File: src/rtl/core/rbst_pkg.sv
// Shared constants and types for the ray/box slab test core.
package rbst_pkg;

    // Coordinate format: signed Q16.16
    localparam int CW = 32;
    localparam int FB = 16;

    // Divider: quotient bits retired per stage and number of stages
    localparam int DIV_STEPS  = 4;
    localparam int DIV_STAGES = 8;
    // Saturation register, step stages, output register
    localparam int DIV_LAT    = DIV_STAGES + 2;

    // APB address width: six 32-bit registers at 4*i
    localparam int AW = 5;

    typedef logic [CW-1:0] word_t;
    typedef logic [CW:0]   mag_t;

    localparam word_t SAT_MAX = {1'b0, {(CW-1){1'b1}}};
    localparam word_t SAT_MIN = {1'b1, {(CW-1){1'b0}}};

    // Register indexes
    typedef enum logic [2:0] {
        REG_LOW_X  = 3'd0,
        REG_LOW_Y  = 3'd1,
        REG_LOW_Z  = 3'd2,
        REG_HIGH_X = 3'd3,
        REG_HIGH_Y = 3'd4,
        REG_HIGH_Z = 3'd5
    } reg_idx_t;

    // Partial state of the restoring divider
    typedef struct packed {
        word_t rem;
        word_t dvd;
        word_t quo;
    } div_st_t;

endpackage

File: src/rtl/core/rbst_div.sv
// Pipelined saturating fixed-point divider: (num << FB) / den, magnitudes in, signed out.
module rbst_div (
    input  logic               clk,
    input  logic               en,
    input  rbst_pkg::mag_t     num_mag,
    input  rbst_pkg::word_t    den_mag,
    input  logic               neg,
    output rbst_pkg::word_t    quot
);

    // Retire DIV_STEPS quotient bits
    function automatic rbst_pkg::div_st_t div_steps(rbst_pkg::div_st_t s,
                                                    rbst_pkg::word_t den);
        logic [rbst_pkg::CW:0] t;
        rbst_pkg::div_st_t     o;
        o = s;
        for (int k = 0; k < rbst_pkg::DIV_STEPS; k++)
        begin
            t     = {o.rem, o.dvd[rbst_pkg::CW-1]};
            o.dvd = {o.dvd[rbst_pkg::CW-2:0], 1'b0};
            if (t >= {1'b0, den})
            begin
                o.rem = rbst_pkg::CW'(t - {1'b0, den});
                o.quo = {o.quo[rbst_pkg::CW-2:0], 1'b1};
            end
            else
            begin
                o.rem = t[rbst_pkg::CW-1:0];
                o.quo = {o.quo[rbst_pkg::CW-2:0], 1'b0};
            end
        end
        return o;
    endfunction

    localparam int PADW = rbst_pkg::CW - 1 - rbst_pkg::FB;

    rbst_pkg::div_st_t st_reg  [rbst_pkg::DIV_STAGES+1];
    rbst_pkg::div_st_t st_next [rbst_pkg::DIV_STAGES];
    rbst_pkg::word_t   den_reg [rbst_pkg::DIV_STAGES+1];
    logic              neg_reg [rbst_pkg::DIV_STAGES+1];
    logic              sat_reg [rbst_pkg::DIV_STAGES+1];
    rbst_pkg::word_t   quot_reg;

    // Entry stage: overflow check and initial remainder
    always_ff @(posedge clk)
    begin
        if (en)
        begin
            st_reg[0].rem <= rbst_pkg::CW'(num_mag[rbst_pkg::CW:rbst_pkg::FB]);
            st_reg[0].dvd <= {num_mag[rbst_pkg::CW-rbst_pkg::FB-1:0], {rbst_pkg::FB{1'b0}}};
            st_reg[0].quo <= '0;
            den_reg[0]    <= den_mag;
            neg_reg[0]    <= neg;
            // quotient reaches 2^(CW-1) exactly when num >= den << (CW-1-FB)
            sat_reg[0]    <= {{PADW{1'b0}}, num_mag} >= {1'b0, den_mag, {PADW{1'b0}}};
        end
    end

    // Step stages
    for (genvar s = 0; s < rbst_pkg::DIV_STAGES; s++)
    begin : g_stage
        always_comb
        begin
            st_next[s] = div_steps(st_reg[s], den_reg[s]);
        end

        always_ff @(posedge clk)
        begin
            if (en)
            begin
                st_reg[s+1]  <= st_next[s];
                den_reg[s+1] <= den_reg[s];
                neg_reg[s+1] <= neg_reg[s];
                sat_reg[s+1] <= sat_reg[s];
            end
        end
    end

    // Sign and saturation
    always_ff @(posedge clk)
    begin
        if (en)
        begin
            if (sat_reg[rbst_pkg::DIV_STAGES])
                quot_reg <= neg_reg[rbst_pkg::DIV_STAGES] ? rbst_pkg::SAT_MIN
                                                           : rbst_pkg::SAT_MAX;
            else if (neg_reg[rbst_pkg::DIV_STAGES])
                quot_reg <= -st_reg[rbst_pkg::DIV_STAGES].quo;
            else
                quot_reg <= st_reg[rbst_pkg::DIV_STAGES].quo;
        end
    end

    assign quot = quot_reg;

endmodule

File: config.mk
export PLATFORM = sky130hd
export DESIGN_NAME = rbst_div
export DESIGN_NICKNAME = d
export VERILOG_FILES = /design/src/rtl/core/rbst_pkg.sv /design/src/rtl/core/rbst_div.sv
export SDC_FILE = /design/constraint.sdc
export NUM_CORES = 2
export LEC_CHECK = 0
export BUFFER_PORTS_ARGS = -buffer_cell sky130_fd_sc_hd__buf_2
export CORE_ASPECT_RATIO = 1.75
export CORE_MARGIN = 2
export CORE_UTILIZATION = 35
export CTS_BUF_LIST = sky130_fd_sc_hd__clkbuf_4 sky130_fd_sc_hd__clkbuf_8
export CTS_CLUSTER_DIAMETER = 100
export DETAILED_ROUTE_END_ITERATION = 6
export PLACE_DENSITY = 0.48
export SLEW_MARGIN = 10
export SYNTH_ARGS = -nofsm -noshare
export SYNTH_HDL_FRONTEND = slang
export SYNTH_SLANG_ARGS = --single-unit
File: constraint.sdc
create_clock -name clk -period 13.8 [get_ports clk]
set_clock_uncertainty 0.15 [all_clocks]
set_input_delay 1.38 -clock clk [delete_from_list [all_inputs] [get_ports clk]]
set_output_delay 1.38 -clock clk [all_outputs]
set_load 0.02 [all_outputs]
==> results.md <==
- Critical path fanouts, max: 12
- Crit path kind: flip-flop to flip-flop
- Measured slew at the worst slew-check pin: 1144 ps
- Cts bufs inserted: 140
- CTS Sinks: 731
- Core box area: 0.2378 sq mm
- Setup WS pre-CTS: -1649 ps
- Startpoint type of the worst setup path: flip-flop
- Syn_area_per_cell: 8.888 sq um
- Req. time, crit path: 14310 ps
- Synth Warn #: 0
- Cell count after placement: 14080
- R2r worst-path depth: 64
- Crit share post-route: 0.9760
- R2R Setup Slk: 330 ps
- #FFs+latches synth: 731
- Worst-path clk slew: 80 ps
- DRC: 0
- Fin crit period: 13470 ps
- Area Growth Syn to Fin: 24.68%
- Final worst slack: 331.3 ps
- Depth of the CTS H-tree: 4
- Root Driver: clkbuf_8
- Status: completed
- Non-filler cells, final: 14370
- Die Y-Extent: 650.6 um
- Max Slew Vio Count: 0
- Antenna Nets Post-Route: 0
- Predominant post-synthesis flop cell: edfxtp_1
- Worst path bufs/invs: 19
- Die area: 0.2430 sq mm
- Post-DR wirelength/cell: 27.00 um
- Max frequency: 74.25 MHz
- Setup violators final: 0
- Routed wire length: 388100 um
- Hold wc startpoint: st_reg[0][575]$_DFFE_PP_
- Vias per cell: 5.661
- CTS tree: done
- Hold Crit Class: flip-flop to flip-flop
- Mapped Nets: 10510
- Slowest library cell on the worst path: edfxtp_1
- Mapped Cells: 9407
- Routed vias: 81370
- Pin count of the biggest net entering global routing: 161
- Clock Latency Late Sink: 990 ps
- Filler cells: 23780
- Die W: 373.5 um
- GRT Total Usage: 0.3080
- Max FFs per register: 425
- Ys async rst share: 0
- Initial antenna violation count: 17
- CP most frequent cell: buf_4
- GRT overflow: 0
- Reg2reg end: st_reg[0][526]$_DFFE_PP_
- Crit path capture type: flip-flop
- Buffers on Ports: 99
- Crit Reg-Reg Startpoint: den_reg[0][146]$_DFFE_PP_
- Placer Congestion: 1.040
- End of the worst hold path: st_reg[0][671]$_DFFE_PP_
- Worst-case headroom to the max-slew limit: 0.2345
- Total negative slack: 0 ps
- Starting density of the core: 0.3516
- Pre-Repair DR Iteration Count: 6
- Vias in the first global route: 85600
- First-pass GRT wire length: 547000 um
- EDFF count, synth: 731
- Final hold vios: 0
- Data arrival time of the worst path: 13980 ps
- Row cnt: 237
- Hold Path Depth: 0
- CP max stage delay: 460 ps
- Post-synthesis sequential area ratio: 0.2625
- Nets: 12270
- Cell family with the largest share of critical-path delay: compound AO/OA/AOI/OAI gates
- Netlist Area Pre-Place: 0.08361 sq mm
- Clock Tree Buf Depth: 4
- Initial DRC count: 3916
- Layout cell share with drive strength beyond 1: 0.2464
- Yosys cell types: 105
- Detailed placer's ending HPWL: 328700 um
- Io pins: 100
- Max-Cap Viols: 0
[layout by cell type, fill, tap and decap left out, drive strengths merged, types with 437 or more instances in the layout]
master  synthesis  layout
buf            72    1819
ha           1017    1017
a21oi         911     911
edfxtp        731     731
nor2          628     628
nand2         609     609
inv           601     600
xnor2         558     558
o21ai         552     552
mux2          548     548
a21o          437     437
[how the worst max path moves through the flow]
stage | start | endpoint | slack, ps | cells after the start
final | den_reg[0][146]$_DFFE_PP_ | st_reg[0][526]$_DFFE_PP_ | 330 | 64
after global routing | den_reg[0][146]$_DFFE_PP_ | st_reg[0][545]$_DFFE_PP_ | -80 | 67
after CTS | den_reg[0][146]$_DFFE_PP_ | st_reg[0][535]$_DFFE_PP_ | 10 | 63
after detailed placement | den_reg[0][132]$_DFFE_PP_ | st_reg[0][545]$_DFFE_PP_ | -1650 | 63
after global placement | den_reg[0][132]$_DFFE_PP_ | st_reg[0][545]$_DFFE_PP_ | -1640 | 64
after floorplan | den_reg[0][146]$_DFFE_PP_ | st_reg[0][548]$_DFFE_PP_ | 1290 | 57
[cells in the mapped netlist (61+ instances only)]
| master | n | share of area |
|---|---|---|
| nor2_1 | 628 | 0.028 |
| nor2b_1 | 117 | 0.0088 |
| mux2i_1 | 91 | 0.011 |
| ha_1 | 1017 | 0.15 |
| and2_1 | 62 | 0.0046 |
| a211oi_1 | 81 | 0.0073 |
| clkbuf_1 | 134 | 0.0060 |
| xnor2_1 | 558 | 0.058 |
| nor3_1 | 169 | 0.010 |
| mux2_2 | 516 | 0.069 |
| nand3_1 | 192 | 0.011 |
| a21oi_1 | 909 | 0.054 |
| a31oi_1 | 97 | 0.0073 |
| inv_1 | 594 | 0.027 |
| o21a_1 | 167 | 0.015 |
| nand4_1 | 135 | 0.010 |
| edfxtp_1 | 731 | 0.26 |
| nand2b_1 | 131 | 0.0098 |
| a21o_1 | 437 | 0.039 |
| xor2_1 | 260 | 0.027 |
| nand2_1 | 609 | 0.027 |
| o31ai_1 | 61 | 0.0055 |
| o21bai_1 | 146 | 0.013 |
| and3_1 | 89 | 0.0067 |
| o21ai_0 | 546 | 0.033 |
[kinds of logic after synthesis]
kind of cell	count (synthesis)	share of synthesized area
fa+ha+maj	1037	0.1570
simple gates	2392	0.1396
flops	731	0.2625
xor+xnor	818	0.08568
buf+inv	811	0.03793
mux	640	0.08571
compound gates	2978	0.2316
[final cells by class]
class / count / area, sq um / share of cell area
tap: 3107 / 3887 / 0.03729
sequential: 731 / 21950 / 0.2106
timing repair buffer: 1822 / 14190 / 0.1361
clock inverter: 60 / 568.0 / 0.005449
clock buffer: 172 / 2198 / 0.02109
multi-input combinational: 7865 / 59140 / 0.5673
antenna: 11 / 27.53 / 0.0002640
inverter: 605 / 2285 / 0.02192
[through the flow]
stage / utilization / cell area, sq um / hold WS [ps]
2_1_floorplan: - / 83610 / 250.3
6_report: 0.4384 / 104300 / 245.9
3_5_place_dp: 0.4217 / 100300 / 254.5
3_3_place_gp: 0.4217 / 100300 / 251.1
4_1_cts: 0.4341 / 103200 / 222.8
5_1_grt: 0.4383 / 104200 / 226.0
[repair_timing]
item                                    4_1_cts  5_1_grt
setup buffers                                 4       47
hold buffers                                  0        0
cloned                                        0        4
resized for setup                            38      117
endpoints found under the setup margin      121      229
pin swaps                                     4       26
[metal layers]
layer,vias up,global-route usage,part of all wire
met5,-,0,0.000095
met4,6,0.3961,0.16
met3,1445,0.04168,0.033
met2,2290,0.6089,0.54
met1,38790,0.2182,0.27
li1,38840,-,-
Power is not shown: default switching activity piles up to over one toggle a cycle in this logic, so the estimate is an artifact.
